File: src/rtl/blb_pkg.sv
// Shared constants, types and state codes for the backend load balancer.
package blb_pkg;

    localparam int NUM_SLOTS = 16;
    localparam int SLOT_W    = $clog2(NUM_SLOTS);
    localparam int CNT_W     = $clog2(NUM_SLOTS + 1);
    localparam int DIV_W     = 64;
    localparam int DIV_CW    = $clog2(DIV_W);
    // divisor holds the eligible count
    localparam int DIV_DW    = CNT_W;
    localparam int SUM_W     = 36;
    // divide-by-ten steps for the latency average
    localparam int D10_STEPS = 7;
    localparam int D10_SW    = 3;

    localparam logic [2:0] CMD_SELECT = 3'd0;
    localparam logic [2:0] CMD_REPORT = 3'd1;
    localparam logic [2:0] CMD_HEALTH = 3'd2;
    localparam logic [2:0] CMD_ADD    = 3'd3;
    localparam logic [2:0] CMD_REMOVE = 3'd4;

    localparam logic [1:0] STRAT_RR   = 2'd0;
    localparam logic [1:0] STRAT_LC   = 2'd1;
    localparam logic [1:0] STRAT_WL   = 2'd2;
    localparam logic [1:0] STRAT_HASH = 2'd3;

    localparam logic [1:0] STRAT_RESET = STRAT_LC;

    typedef struct packed {
        logic [15:0] weight;
        logic [31:0] conns;
        logic [31:0] avg;
        logic [31:0] total;
        logic [31:0] good;
    } t_rec;

    typedef enum logic [3:0] {
        ST_IDLE,
        ST_SCAN_RD,
        ST_SCAN_MUL,
        ST_SCAN_CMP,
        ST_DIV_GO,
        ST_DIV_WAIT,
        ST_PICK,
        ST_INC_RD,
        ST_INC_WR,
        ST_REP_RD,
        ST_REP_MUL,
        ST_REP_SUM,
        ST_REP_DIV,
        ST_REP_WR,
        ST_FIN
    } t_state;

endpackage

File: src/rtl/blb_slot_ram.sv
// Per-slot record store: one write port, one registered read port.
module blb_slot_ram (
    input  logic                        i_clk,
    input  logic                        i_we,
    input  logic [blb_pkg::SLOT_W-1:0]  i_waddr,
    input  blb_pkg::t_rec               i_wdata,
    input  logic [blb_pkg::SLOT_W-1:0]  i_raddr,
    output blb_pkg::t_rec               o_rdata
);

    blb_pkg::t_rec mem [blb_pkg::NUM_SLOTS];
    blb_pkg::t_rec r_rdata;

    always_ff @(posedge i_clk) begin
        if (i_we) begin
            mem[i_waddr] <= i_wdata;
        end
        r_rdata <= mem[i_raddr];
    end

    assign o_rdata = r_rdata;

endmodule

File: config.mk
export PLATFORM = sky130hd
export DESIGN_NAME = blb_slot_ram
export DESIGN_NICKNAME = d
export VERILOG_FILES = /design/src/rtl/blb_pkg.sv /design/src/rtl/blb_slot_ram.sv
export SDC_FILE = /design/constraint.sdc
export NUM_CORES = 2
export LEC_CHECK = 0
export BUFFER_PORTS_ARGS = -buffer_cell sky130_fd_sc_hd__buf_4
export CAP_MARGIN = 20
export CORE_MARGIN = 2
export CORE_UTILIZATION = 61
export DETAILED_ROUTE_END_ITERATION = 10
export MAX_ROUTING_LAYER = met4
export PLACE_DENSITY = 0.79
export SLEW_MARGIN = 20
export SYNTH_ARGS = -nofsm -noshare
export SYNTH_HDL_FRONTEND = slang
export SYNTH_SLANG_ARGS = --single-unit
File: constraint.sdc
create_clock -name i_clk -period 19.4 [get_ports i_clk]
set_input_delay 5.82 -clock i_clk [delete_from_list [all_inputs] [get_ports i_clk]]
set_output_delay 5.82 -clock i_clk [all_outputs]
set_load 0.005 [all_outputs]
---- Word-level counts from Yosys, hierarchy flattened ----
Memories as Yosys holds them, arrays and structs flattened. A register that Yosys moved wholly into a read port is not among the register bits.
Index checks and enable logic that the tools add are counted.
word-level totals
  bits in registers ....................... 0
  RAM bits ................................ 2304
  bits of input ports ..................... 154
  logic and storage cells ................. 3
  memories kept ........................... 1
cells by class
  muxes and demuxes ....................... 2
memory list
  memory  depth  bits a word  rd ports  clocked after Yosys merged registers in  write ports  line                source
  mem     16     144          1         1                                        1            blb_slot_ram.sv:11  blb_pkg::t_rec mem [blb_pkg::NUM_SLOTS];
operators with widths
  operator  count
  $mux W1   2

---- Depth between registers and ports, before layout ----
  word-level depth ........................ 2
  mapped depth ............................ 8

---- Worst setup path after synthesis ----
OpenSTA, ideal clock, no wires.
  path kind ............................... input to register
  start point ............................. input i_waddr[2] (netlist bit)
  end point ............................... memory mem[0][0] (netlist bit) (enable)
  setup time .............................. 0.826 ns
  arrival ................................. 16.046 ns
  data required time ...................... 18.574 ns
  path slack .............................. 2.528 ns
  cell stages on the path ................. 2
  buffers on the path ..................... 0
  cell sequence ........................... or3b_2 nor3_1
RTL lines
  what                line                source
  start: declaration  blb_slot_ram.sv:5   input logic [blb_pkg::SLOT_W-1:0] i_waddr,
  end: declaration    blb_slot_ram.sv:11
Straight into the memory's write port.

==> impl_metrics.env <==
export IMPL_status="finished, final reports clean"
export IMPL_setup_viol=0
export IMPL_crit_path_end_kind="flip-flop"
export IMPL_die_area_um2=149700
export IMPL_tns_ns=0
export IMPL_peakVddDrop_mv=0.09146
export IMPL_clock_skew_ns=0.03474
export IMPL_antenna_found_initial=30
export IMPL_routed_via_density=6.629
export IMPL_design_area_um2=101100
export IMPL_gp_congestion=0.7497
export IMPL_p_per_area_nw_per_um2=106.4
export IMPL_final_cells=6310
export IMPL_syn_avg_cell_area_um2=23.70
export IMPL_synth_top_family_by_area="multiplexers"
export IMPL_worst_hold_slack_ns=0.6494
export IMPL_drive_gt1_share_pct=30.25
export IMPL_ys_seq_area_share_pct=80.60
export IMPL_min_delay_start="mem[7][142]"
export IMPL_core_area_um2=145600
export IMPL_wirelength_um=202500
export IMPL_fin_crit_sh_pct=47.99
export IMPL_nNetsFinal=4321
export IMPL_final_cell_mix="edfxtp_1, mux4_2, buf_4"
export IMPL_worstPathRequired_ns=20.12
export IMPL_whs_path_depth=3
export IMPL_synth_distinct_cells=26
export IMPL_dp_hpwl_um=93650
export IMPL_grt_max_degree=125
export IMPL_syn_nets=3927
export IMPL_syn_area_um2=89410
export IMPL_cp_max_fo=86
export IMPL_grt_util_all_layers_pct=28.31
export IMPL_cap_viol_max_count=0
export IMPL_cp_start_kind="primary input"
export IMPL_insertion_delay_ns=0.84
export IMPL_p_leak_nw=32.43
export IMPL_ys_ff_latch=2448
export IMPL_first_iter_violations=5407
export IMPL_numCtsBuffers=222
export IMPL_ys_warn_count=0
export IMPL_hold_violations=0
export IMPL_tightest_slew_ns=1.145
export IMPL_min_period_ns=9.311
export IMPL_grt_pass1_vias=43513
export IMPL_finalMaxSlewViolations=0
export IMPL_synth_xor_xnor_area_share_pct=0
export IMPL_final_common_cell="edfxtp_1"
export IMPL_ctsRootBufferMaster="clkbuf_16"
export IMPL_synthesis_instances=3773
export IMPL_fmax_ghz=0.1074
export IMPL_ant_nets=0
export IMPL_synth_simple_area_share_pct=0.9432
export IMPL_post_cts_resized=0
export IMPL_io_pins=298
export IMPL_route_vias_total=41828
export IMPL_cts_tree="done"
export IMPL_grt_pass1_wl_um=296300
export IMPL_cp_arrival_ns=10.03
export IMPL_min_to="o_rdata[142]"
export IMPL_rr_worst_depth=3
export IMPL_critPathKind="primary input to flip-flop"
export IMPL_syn2layout_area_growth_pct=13.03
export IMPL_firstDrtPassIters=6
export IMPL_start_util_pct=61.42
export IMPL_hp_class="flip-flop to flip-flop"
export IMPL_cts_sinks=2448
export IMPL_place_inst=5860
export IMPL_path_clk_slew_ns=0.06
export IMPL_h_tree_depth=4
export IMPL_rows=140
export IMPL_die_w_um=386.9
export IMPL_post_cts_setup_buffers=0
export IMPL_port_buffers=297
export IMPL_synthAdderAreaFrac_pct=0
export IMPL_r2r_start="mem[7][18]"
export IMPL_r2r_end="o_rdata[18]"
export IMPL_cts_hold_repair_buffers=0
export IMPL_overflow=0
export IMPL_synth_compound_area_share_pct=2.589
export IMPL_drc=0
export IMPL_slew_headroom_pct=23.66
export IMPL_rsz0062_at_grt="no"
export IMPL_wl_per_cell_um=32.09
export IMPL_placed_area_um2=93870
export IMPL_synthMuxAreaShare_pct=14.74
export IMPL_die_h_um=386.9
export IMPL_clock_path_buffers=3
export IMPL_r2r_slack_ns=17.74
worst max path at each step:
stage | endpoint | depth (start not counted) | from
2_1_floorplan | mem[0][0] | 2 | i_waddr[2]
3_3_place_gp | o_rdata[95] | 7 | i_raddr[0]
3_5_place_dp | o_rdata[95] | 7 | i_raddr[0]
4_1_cts | o_rdata[74] | 7 | i_raddr[0]
5_1_grt | o_rdata[103] | 7 | i_raddr[0]
6_report | o_rdata[103] | 7 | i_raddr[0]
cell type report:
class                           count  area, um2
Antenna cell                       29      72.57
Tap cell                         1917       2399
Fill cell                        8247      44500
Multi-Input combinational cell   1127      16470
Clock buffer                      308       6093
Timing Repair Buffer              368       2935
Sequential cell                  2448      72070
Clock inverter                    113       1022
routing by layer:
metal  wire (um)  track usage [%]  part of all wire, %  vias to the layer above
li1            -                -                    -                    16904
met1       76230            38.67                   38                    22131
met2      101500            44.43                   50                     2454
met3       19840            5.498                  9.8                      339
met4        4887            8.128                  2.4                        0
met5           0                -                    0                        -
flip-flops by register name (all words and copies together) (netlist names):
signal   flops
o_rdata    144
mem       2304
critical path, cell delays in order:
cell     delay, ns
buf_8         0.66
buf_4         0.77
buf_4         0.76
buf_4         0.87
mux4_2        0.63
a22oi_1       0.24
nand2_1       0.08
cell families (layout without fill, tap and decap cells):
group | after synthesis | in the layout
AOI/OAI and AO/OA | 307 | 307
buffers and inverters | 198 | 789
DFF | 2448 | 2448
muxes | 637 | 637
other | 0 | 29
and+or+nand+nor | 183 | 183
synth_stat cells, drive strengths merged:
cell,number,share of area [%]
mux2i,27,0.30
mux2,74,0.93
o21ai,19,0.11
nor3,4,0.022
a22oi,242,2.0
nand3,1,0.0056
edfxtp,2304,77
and2,3,0.021
o221ai,25,0.24
o22a,6,0.059
nand2b,19,0.13
mux4,536,14
a221oi,15,0.15
buf,112,0.77
nand2,106,0.45
dfxtp,144,3.2
or2,1,0.0070
nor2b,31,0.22
nor2,15,0.066
nand3b,2,0.017
or3b,1,0.0098
clkbuf,86,0.36
per-stage QoR:
| step | utilization (%) | total power [mW] | setup slack [ns] |
|---|---|---|---|
| floorplan | - | 6.354 | 2.528 |
| global placement | 64.49 | 6.582 | 9.211 |
| detailed placement | 64.49 | 6.602 | 9.179 |
| CTS | 69.38 | 10.81 | 10.05 |
| global route | 69.43 | 11.04 | 9.676 |
| finish | 69.43 | 10.76 | 10.09 |
report_power, final:
group / internal (mW) / total [mW] / switching, mW
registers: 5.91 / 5.96 / 0.0524
logic: 0.231 / 0.531 / 0.299
clock network: 2.39 / 4.26 / 1.87
Note: power is estimated with default switching activity, not from simulation.
