==> src/rtl/blb_pkg.sv <==
// Shared constants, types and state codes for the backend load balancer.
package blb_pkg;

    localparam int NUM_SLOTS = 16;
    localparam int SLOT_W    = $clog2(NUM_SLOTS);
    localparam int CNT_W     = $clog2(NUM_SLOTS + 1);
    localparam int DIV_W     = 64;
    localparam int DIV_CW    = $clog2(DIV_W);
    // divisor holds the eligible count
    localparam int DIV_DW    = CNT_W;
    localparam int SUM_W     = 36;
    // divide-by-ten steps for the latency average
    localparam int D10_STEPS = 7;
    localparam int D10_SW    = 3;

    localparam logic [2:0] CMD_SELECT = 3'd0;
    localparam logic [2:0] CMD_REPORT = 3'd1;
    localparam logic [2:0] CMD_HEALTH = 3'd2;
    localparam logic [2:0] CMD_ADD    = 3'd3;
    localparam logic [2:0] CMD_REMOVE = 3'd4;

    localparam logic [1:0] STRAT_RR   = 2'd0;
    localparam logic [1:0] STRAT_LC   = 2'd1;
    localparam logic [1:0] STRAT_WL   = 2'd2;
    localparam logic [1:0] STRAT_HASH = 2'd3;

    localparam logic [1:0] STRAT_RESET = STRAT_LC;

    typedef struct packed {
        logic [15:0] weight;
        logic [31:0] conns;
        logic [31:0] avg;
        logic [31:0] total;
        logic [31:0] good;
    } t_rec;

    typedef enum logic [3:0] {
        ST_IDLE,
        ST_SCAN_RD,
        ST_SCAN_MUL,
        ST_SCAN_CMP,
        ST_DIV_GO,
        ST_DIV_WAIT,
        ST_PICK,
        ST_INC_RD,
        ST_INC_WR,
        ST_REP_RD,
        ST_REP_MUL,
        ST_REP_SUM,
        ST_REP_DIV,
        ST_REP_WR,
        ST_FIN
    } t_state;

endpackage

==> src/rtl/blb_divider.sv <==
// Restoring divider, one quotient bit per cycle, narrow divisor; remainder only.
module blb_divider (
    input  logic                        i_clk,
    input  logic                        i_rst_n,
    input  logic                        i_start,
    input  logic [blb_pkg::DIV_W-1:0]   i_dividend,
    input  logic [blb_pkg::DIV_DW-1:0]  i_divisor,
    output logic                        o_done,
    output logic [blb_pkg::DIV_DW-1:0]  o_rem
);

    logic                        r_busy;
    logic                        r_done;
    logic [blb_pkg::DIV_CW-1:0]  r_cnt;
    logic [blb_pkg::DIV_W-1:0]   r_quot;
    logic [blb_pkg::DIV_DW-1:0]  r_rem;
    logic [blb_pkg::DIV_DW-1:0]  r_div;
    logic [blb_pkg::DIV_DW:0]    trial;
    logic                        qbit;
    logic [blb_pkg::DIV_DW:0]    diff;

    always_comb begin
        trial = {r_rem, r_quot[blb_pkg::DIV_W-1]};
        qbit  = (trial >= {1'b0, r_div});
        diff  = trial - {1'b0, r_div};
    end

    always_ff @(posedge i_clk) begin
        if (!i_rst_n) begin
            r_busy <= 1'b0;
            r_done <= 1'b0;
            r_cnt  <= '0;
        end else begin
            r_done <= 1'b0;
            if (i_start) begin
                r_busy <= 1'b1;
                r_cnt  <= '0;
            end else if (r_busy) begin
                r_cnt <= r_cnt + 1'b1;
                if (r_cnt == blb_pkg::DIV_CW'(blb_pkg::DIV_W - 1)) begin
                    r_busy <= 1'b0;
                    r_done <= 1'b1;
                end
            end
        end
    end

    always_ff @(posedge i_clk) begin
        if (i_start) begin
            r_quot <= i_dividend;
            r_rem  <= '0;
            r_div  <= i_divisor;
        end else if (r_busy) begin
            r_quot <= {r_quot[blb_pkg::DIV_W-2:0], qbit};
            r_rem  <= qbit ? diff[blb_pkg::DIV_DW-1:0] : trial[blb_pkg::DIV_DW-1:0];
        end
    end

    assign o_done = r_done;
    assign o_rem  = r_rem;

endmodule
==> config.mk <==
export PLATFORM = sky130hd
export DESIGN_NAME = blb_divider
export DESIGN_NICKNAME = d
export VERILOG_FILES = /design/src/rtl/blb_pkg.sv /design/src/rtl/blb_divider.sv
export SDC_FILE = /design/constraint.sdc
export NUM_CORES = 1
export LEC_CHECK = 0
export BUFFER_PORTS_ARGS = -buffer_cell sky130_fd_sc_hd__buf_2
export CORE_ASPECT_RATIO = 1.75
export CORE_UTILIZATION = 40
export CTS_BUF_LIST = sky130_fd_sc_hd__clkbuf_8 sky130_fd_sc_hd__clkbuf_16
export CTS_CLUSTER_SIZE = 25
export DETAILED_ROUTE_END_ITERATION = 10
export GPL_TIMING_DRIVEN = 0
export PLACE_DENSITY = 0.68
export SLEW_MARGIN = 20
export SYNTH_ARGS = -nofsm -noshare
export SYNTH_HDL_FRONTEND = slang
export SYNTH_SLANG_ARGS = --single-unit
export TNS_END_PERCENT = 30
==> constraint.sdc <==
create_clock -name i_clk -period 3.5 [get_ports i_clk]
set_clock_uncertainty 0.05 [all_clocks]
set_input_delay 0.35 -clock i_clk [delete_from_list [all_inputs] [get_ports i_clk]]
set_output_delay 0.35 -clock i_clk [all_outputs]
set_load 0.05 [all_outputs]
; ---- Yosys cells after proc, flatten, opt, wreduce, memory -nomap -nowiden
; Cells that the tools add are included.
[word_totals]
reg_bits = 82
input_bits = 72
out_inout_bits = 6
word_cells = 22
[classes]
n_addsub = 2
n_lt_le_gt_ge = 1
eq_ne = 1
mux = 7
n_bitwise = 2
n_reduce_logical = 3
[op_table]
columns = cell, count
row1 = $mux W64, 2
row2 = $add A6 B1 Y6 const B, 1
row3 = $eq A6 B6 Y1 const B, 1
row4 = $ge A6 B5 Y1, 1
row5 = $mux W5, 1
row6 = $sub A5 B5 Y5, 1
row7 = $mux W1, 4
row8 = $reduce_or A3 Y1, 1
row9 = $not A1 Y1, 2
row10 = $reduce_bool A2 Y1, 1
row11 = $reduce_or A2 Y1, 1

; ---- Logic depth before layout (Yosys ltp)
; Gate-level depths: netlist of the first run.
[depth]
depth_word = 4
ltp_mapped = 8
ltp_nobuf = 8

; ---- Worst setup path after synthesis of the first run
; Ideal clock, no wire load.
[synth_path]
kind = in2reg
startpoint = in i_start
endpoint = reg r_quot[0] in the netlist's numbering (enable)
t_arrival_ns = 2.132
required_time_ns = 3.032
slack_ns = 0.900
cell_stages = 4
n_path_buf = 2
path_cell_list = clkbuf_1 -> buf_2 -> nor2_1 -> inv_1
[synth_between]
elab_chain_cells = 1
[synth_lines]
columns = element, line_no
row1 = start: declaration, blb_divider.sv:5  ; input logic i_start,
row2 = $reduce_bool A2 Y1 (no source line), --
row3 = end signal: assignment, blb_divider.sv:50  ; r_quot <= i_dividend;
row4 = end signal: assignment, blb_divider.sv:54  ; r_quot <= {r_quot[blb_pkg::DIV_W-2:0], qbit};
row5 = end: declaration, blb_divider.sv:15  ; logic [blb_pkg::DIV_W-1:0] r_quot;
; Every way passes these cells.
; A chain may end at the register's enable or synchronous reset.

; ---- Worst setup path after layout of the first run
[layout_path]
startpoint = reg r_quot[63] in the netlist's numbering
endpoint = reg r_quot[0] in the netlist's numbering, data pin
[layout_between]
elab_chain_cells = 3
[layout_lines]
columns = element, line_no
row1 = $ge A6 B5 Y1, blb_divider.sv:24  ; qbit = (trial >= {1'b0, r_div});
row2 = $mux W64, blb_divider.sv:53  ; end else if (r_busy) begin
row3 = $mux W64, blb_divider.sv:49  ; if (i_start) begin
; Every way passes these cells. The select of a mux whose other input is x is not followed.

==> results of run 1 <==
[state kept, by name, summed over array words and instances (netlist names)]
name,count
r_quot,64
r_cnt,6
r_div,5
r_busy,1
o_rem,5
o_done,1
[per-layer routing]
layer	vias to the layer above	global-route usage, %	part of all wire, %
li1	1045	-	-
met4	0	8.60	2.6
met5	-	0	0
met3	13	3.23	2.8
met1	1050	16.2	39
met2	48	27.1	55
[metrics by stage]
| step | util [%] | instances | instance area (um^2) |
|---|---|---|---|
| 3_5_place_dp | 47.9 | 424 | 4150 |
| 3_3_place_gp | 47.6 | 423 | 4130 |
| 6_report | 50.8 | 439 | 4400 |
| 5_1_grt | 50.8 | 439 | 4400 |
| 4_1_cts | 50.8 | 439 | 4400 |
| 2_1_floorplan | - | 229 | 3600 |
[report_power, final]
group | switching, mW | internal [mW]
Combinational | 0.141 | 0.140
Sequential | 0.0292 | 1.17
Clock | 0.348 | 0.465
[how the worst min path moves through the flow]
stage / cells past startpoint / startpoint / slack, ns / end
floorplan: 2 / r_cnt[5] / 0.39 / o_done
global placement: 2 / r_cnt[5] / 0.42 / r_cnt[5]
detailed placement: 2 / r_cnt[5] / 0.43 / o_done
CTS: 1 / i_divisor[1] / 0.14 / r_div[1]
global route: 1 / i_divisor[4] / 0.14 / r_div[4]
finish: 1 / i_divisor[1] / 0.15 / r_div[1]
[cell type report]
| type | count | share of cell area, % |
|---|---|---|
| flip-flops and latches | 82 | 53.0 |
| multi-input cells | 130 | 27.1 |
| repair buffers | 78 | 9.21 |
| clock buffers | 9 | 5.12 |
| well taps | 117 | 3.32 |
| plain buffers | 10 | 1.02 |
| inverters | 7 | 0.654 |
| clock inverters | 6 | 0.625 |
[cells by family after synthesis]
family	after synthesis	synth area share, %
simple gates	34	4.91
buf+inv	17	1.98
xor+xnor	6	1.46
fa+ha+maj	7	2.64
mux	66	20.6
compound gates	17	3.55
flops	82	64.9
[layout by cell type, fill, tap and decap left out, drive strengths merged, types with 2 or more instances in the layout]
cell type	Yosys	routed
a21oi	3	3
a311oi	2	2
buf	7	85
clkbuf	3	12
clkinv	0	4
dfxtp	13	13
edfxtp	69	69
ha	6	6
inv	7	9
mux2	64	64
mux2i	2	2
nand2	9	9
nand3	2	2
nand4	2	2
nor2	9	9
o21a	2	2
o21ai	2	2
or3	2	2
xor2	5	5
==> run_results.csv, run 1 <==
group,metric,value,unit
timing,max_freq,434,MHz
finish,nets,397,
worst_setup_path,worstSetupPathDepth,8,
global_routing,grt_max_degree,39,
timing,max_slew.worst_pin.slew,0.526,ns
timing,min_period_over_period,65.8,%
yosys,yosys_most_used_dff,"edfxtp_1",
worst_setup_path,worstPathMaxFanout,4,
timing,timing_hold_violations_final,0,
worst_setup_path,path_common_cell,"inv_1",
route,route.detailed.drc,0,
clock_network,hold_buffers,0,
yosys,synth_warnings,0,
placed_design,numPortBuffers,77,
global_routing,track_usage,15.3,%
worst_setup_path,end_kind,"flip-flop",
outcome,status,"complete, no violations",
yosys,syn_inst,229,
die,fp.coreArea,8670,um^2
route,wirelength,6.47,mm
worst_setup_path,slowest_stage,"fa_1",
worst_setup_path,cp_top_family,"adder cells",
die,rows,45,
run,cap_violations,0,
clock_network,cts_buffers,9,
die,initial_core_util,41.5,%
power_and_ir_drop,cellPowerDensity,522,nW/um^2
clock_network,cts-root-buf,"clkbuf_16",
yosys,netlist_area,3600,um^2
yosys,syn_avg_cell_area,15.7,um^2
die,fp.dieH,127,um
placed_design,pre_cts_ws,1.06,ns
worst_setup_path,r2r_start,"r_quot[63]",
timing,final_max_slew_viol_count,0,
clock_network,path_clk_slew,0.06,ns
route,vias,2156,
worst_setup_path,required,3.53,ns
timing,min_period,2.30,ns
route,routedWlPerCell,14.7,um
finish,num_antenna_cells,0,
timing,whs,0.150,ns
global_routing,antenna_found_initial,0,
yosys,yosysUniqueCellTypes,39,
clock_network,cts_tree,"done",
timing,tns,0,ns
yosys,synth_fp_nets,308,
timing,setup_violations,0,
power_and_ir_drop,p_leak,1.77,nW
timing,rsz0062_at_grt,"no",
yosys,ys_async_sr_fraction,0,%
min_path,hp-class,"input pin to flip-flop",
yosys,netlist.area_leader.share,57.6,%
timing,slew_headroom,64.9,%
clock_network,post_cts.repair.setup_buffers,0,
worst_setup_path,reg2regPathDepth,8,
die,die_w,73.7,um
power_and_ir_drop,ir_drop,0.000287,V
finish,drive_above_1_share,51.2,%
finish,multiInputGateArea,1190,um^2
clock_network,clock_latency,0.33,ns
placed_design,dp_hpwl,4.74,mm
global_routing,overflow,0,
clock_network,post_cts_resized,0,
finish,syn2layout_area_growth,22.4,%
clock_network,ctsHtreeMaxLevel,3,
timing,layout_setup_ws,1.20,ns
yosys,ys_seq_elements,82,
yosys,synth_edf_count,69,
placed_design,gp_congestion,0.815,
worst_setup_path,r2r-end,"r_quot[0]",
yosys,synth_commonest_cells,"69 x edfxtp_1, 64 x mux2_2, 13 x dfxtp_1",
route,via_per_inst,4.91,
worst_setup_path,worstSetupStartpoint,"r_quot[63]",
yosys,netlist.top_cell.by_area,"edfxtp_1",
die,dieArea,9390,um^2
power_and_ir_drop,finalPower,2.30,mW
route,dr.pass1.iters,6,
yosys,synth-seq-area-share,64.9,%
global_routing,grt_pass1_vias,2267,
yosys,yosysMostFrequentCell,"edfxtp_1",
finish,regArea,2330,um^2
worst_setup_path,worst_path_largest_cell_delay,0.39,ns
worst_setup_path,crit_chain,"inv_1 -> ha_1 -> inv_1 -> fa_1 -> a21o_1 -> o211ai_1 -> nand2_1 -> mux2_2",
worst_setup_path,cp-start-kind,"flip-flop",
route,initialDrtViolationCount,54,
finish,fillers,811,
worst_setup_path,arrival,2.33,ns
yosys,synth_area_leaders,"edfxtp_1 58%, mux2_2 20%, dfxtp_1 7.2%, ha_1 2.1%, xor2_1 1.2%",
worst_setup_path,crit_path_end,"r_quot[0]",
worst_setup_path,reg2reg_slack,1.20,ns
route,drtAntennaViolNets,0,
clock_network,clkSinkCount,82,
clock_network,cts_max_path_buffers,2,
worst_setup_path,criticalPathCategory,"flip-flop to flip-flop",
worst_setup_path,path_buf_inv,2,
global_routing,grt_pass1_wl,10.5,mm
die,ios,78,
(Power assumes the default switching activity.)
==> run 2: changes to the inputs <==
==> constraint.sdc (replaced) <==
create_clock -name i_clk -period 2.15 [get_ports i_clk]
set_clock_uncertainty 0.05 [all_clocks]
set_input_delay 0.215 -clock i_clk [delete_from_list [all_inputs] [get_ports i_clk]]
set_output_delay 0.215 -clock i_clk [all_outputs]
set_load 0.05 [all_outputs]
==> run 2 against run 1 <==
The run now ends with setup timing left. Hold slack lost 0.13 ns. Clock power up 82%. Setup slack worse by 1.2 ns. First-iteration DRC count increased by 20%. Combinational power up 81%. Wire length up 0.76%. Sequential share of layout area down 1.6 points. Final area increased by 3.2%. Global-route usage up 0.16 points. Power up 72%. Cell count rose by 1.8%. Critical path type unchanged. Largest power group unchanged. Highest routed layer unchanged.
==> run_results.csv, run 2 (synthesis results as in run 1) <==
group,metric,value,unit
placed_design,pre_cts_ws,-0.318,ns
clock_network,clkSinkCount,82,
timing,tns,-0.0440,ns
power_and_ir_drop,finalPower,3.95,mW
placed_design,numPortBuffers,77,
timing,max_freq,457,MHz
route,route.detailed.drc,0,
placed_design,dpl.cell_count,424,
global_routing,grt_pass1_wl,10.7,mm
timing,setup_violations,2,
timing,min_period,2.19,ns
finish,post-route-util,52.4,%
timing,layout_setup_ws,-0.0401,ns
global_routing,grt_pass1_vias,2314,
global_routing,overflow,0,
worst_setup_path,r2r_start,"r_quot[63]",
clock_network,cts_buffers,9,
finish,instances_no_fill,447,
finish,largestRegisters,"r_quot x64, r_cnt x6",
worst_setup_path,crit_chain,"inv_2 -> ha_4 -> inv_2 -> fa_2 -> a21o_1 -> o211ai_1 -> nand2_2 -> mux2_4",
finish,drive_above_1_share,55.2,%
placed_design,dpl-instance-area,4160,um^2
timing,rsz0062_at_grt,"yes",
finish,fin_area,4540,um^2
global_routing,grt_max_degree,34,
min_path,hp-class,"input pin to flip-flop",
finish,nets,404,
route,via_per_inst,4.89,
clock_network,cts-root-buf,"clkbuf_16",
die,fp.dieH,127,um
route,routedWlPerCell,14.6,um
timing,slew_headroom,61.2,%
worst_setup_path,cp-start-kind,"flip-flop",
route,vias,2186,
finish,final_common_cell,"buf_2",
finish,largest_register_ffs,64,
worst_setup_path,reg2reg_slack,-0.04,ns
clock_network,path_clk_slew,0.06,ns
placed_design,dp_hpwl,4.48,mm
route,initialDrtViolationCount,65,
timing,max_slew.worst_pin.slew,0.581,ns
timing,final_max_slew_viol_count,0,
clock_network,ctsHtreeMaxLevel,3,
route,dr.pass1.iters,4,
die,ios,78,
timing,min_period_over_period,102,%
worst_setup_path,end_kind,"flip-flop",
worst_setup_path,slowest_stage,"edfxtp_1",
worst_setup_path,worstPathMaxFanout,3,
die,fp.coreArea,8670,um^2
power_and_ir_drop,cellPowerDensity,869,nW/um^2
clock_network,clock_latency,0.32,ns
die,die_w,73.7,um
worst_setup_path,path_common_cell,"inv_2",
min_path,hold_end,"r_div[1]",
die,rows,45,
clock_network,cts_tree,"done",
global_routing,track_usage,15.4,%
die,initial_core_util,41.5,%
finish,num_antenna_cells,0,
worst_setup_path,criticalPathCategory,"flip-flop to flip-flop",
outcome,failed_checks,"setup timing",
placed_design,gp_congestion,0.834,
worst_setup_path,cp_top_family,"compound AO/OA/AOI/OAI gates",
outcome,status,"finished, violations left",
power_and_ir_drop,p_leak,1.82,nW
min_path,hold_depth,1,
worst_setup_path,path_buf_inv,2,
finish,syn2layout_area_growth,26.3,%
worst_setup_path,required,2.18,ns
finish,layout_common_cells,"83 x buf_2, 69 x edfxtp_1, 63 x mux2_2, 11 x dfxtp_1, 9 x clkbuf_16",
route,drtAntennaViolNets,0,
timing,timing_hold_violations_final,0,
finish,top_register,"r_quot",
timing,whs,0.0167,ns
min_path,hold_start,"i_divisor[1]",
route,wirelength,6.52,mm
clock_network,hold_buffers,0,
worst_setup_path,r2r-end,"r_quot[0]",
die,dieArea,9390,um^2
power_and_ir_drop,ir_drop,0.000533,V
clock_network,cts_max_path_buffers,2,
run,cap_violations,0,
global_routing,antenna_found_initial,0,
worst_setup_path,arrival,2.22,ns
worst_setup_path,reg2regPathDepth,8,
worst_setup_path,worst_path_largest_cell_delay,0.38,ns
-- run 2: layout make-up --
type,count,area [um^2]
buffer,10,45.0
clock buffer,10,239
clock inverter,6,51.3
fill,773,4130
inverter,7,30.0
multi-input combinational,130,1230
sequential,82,2330
tap,117,146
timing repair buffer,84,454
timing repair inverter,1,7.51
-- run 2: repair_timing --
item	4_1_cts	5_1_grt
gates resized for setup	6	5
buffers inserted	3	3
hold endpoints to repair	0	0
pin swaps	8	7
gates cloned	1	0
endpoints found under the setup margin	38	22
-- run 2: how the worst max path moves through the flow --
stage	startpoint	endpoint	cells after the start
final	r_quot[63]	r_quot[0]	8
after global routing	r_quot[63]	r_quot[0]	8
after CTS	r_quot[63]	o_rem[4]	8
after detailed placement	i_start	r_quot[15]	6
after global placement	i_start	r_quot[16]	5
after floorplan	r_quot[63]	o_rem[4]	8
-- run 2: where the power goes --
group	internal (mW)	switching, mW
Sequential	1.91	0.0480
Clock	0.914	0.564
Combinational	0.264	0.246
Total	3.09	0.858
-- run 2: routing by layer --
metal  vias up  part of all wire, %  GRT usage (%)  wire, um
met1      1069                   41           17.2      2660
met2        48                   54           27.3      3550
met5         -                    0              0         0
met3         8                  3.1           3.47       204
li1       1061                    -              -         -
met4         0                  1.8           6.79       118
-- run 2: worst register-to-register path: cells and delay by family (launching register included) --
kind            cells  cell delay (ns)
simple gates        1             0.13
compound gates      2             0.49
fa+ha+maj           2             0.47
mux                 1             0.28
flops               1             0.38
buf+inv             2             0.15
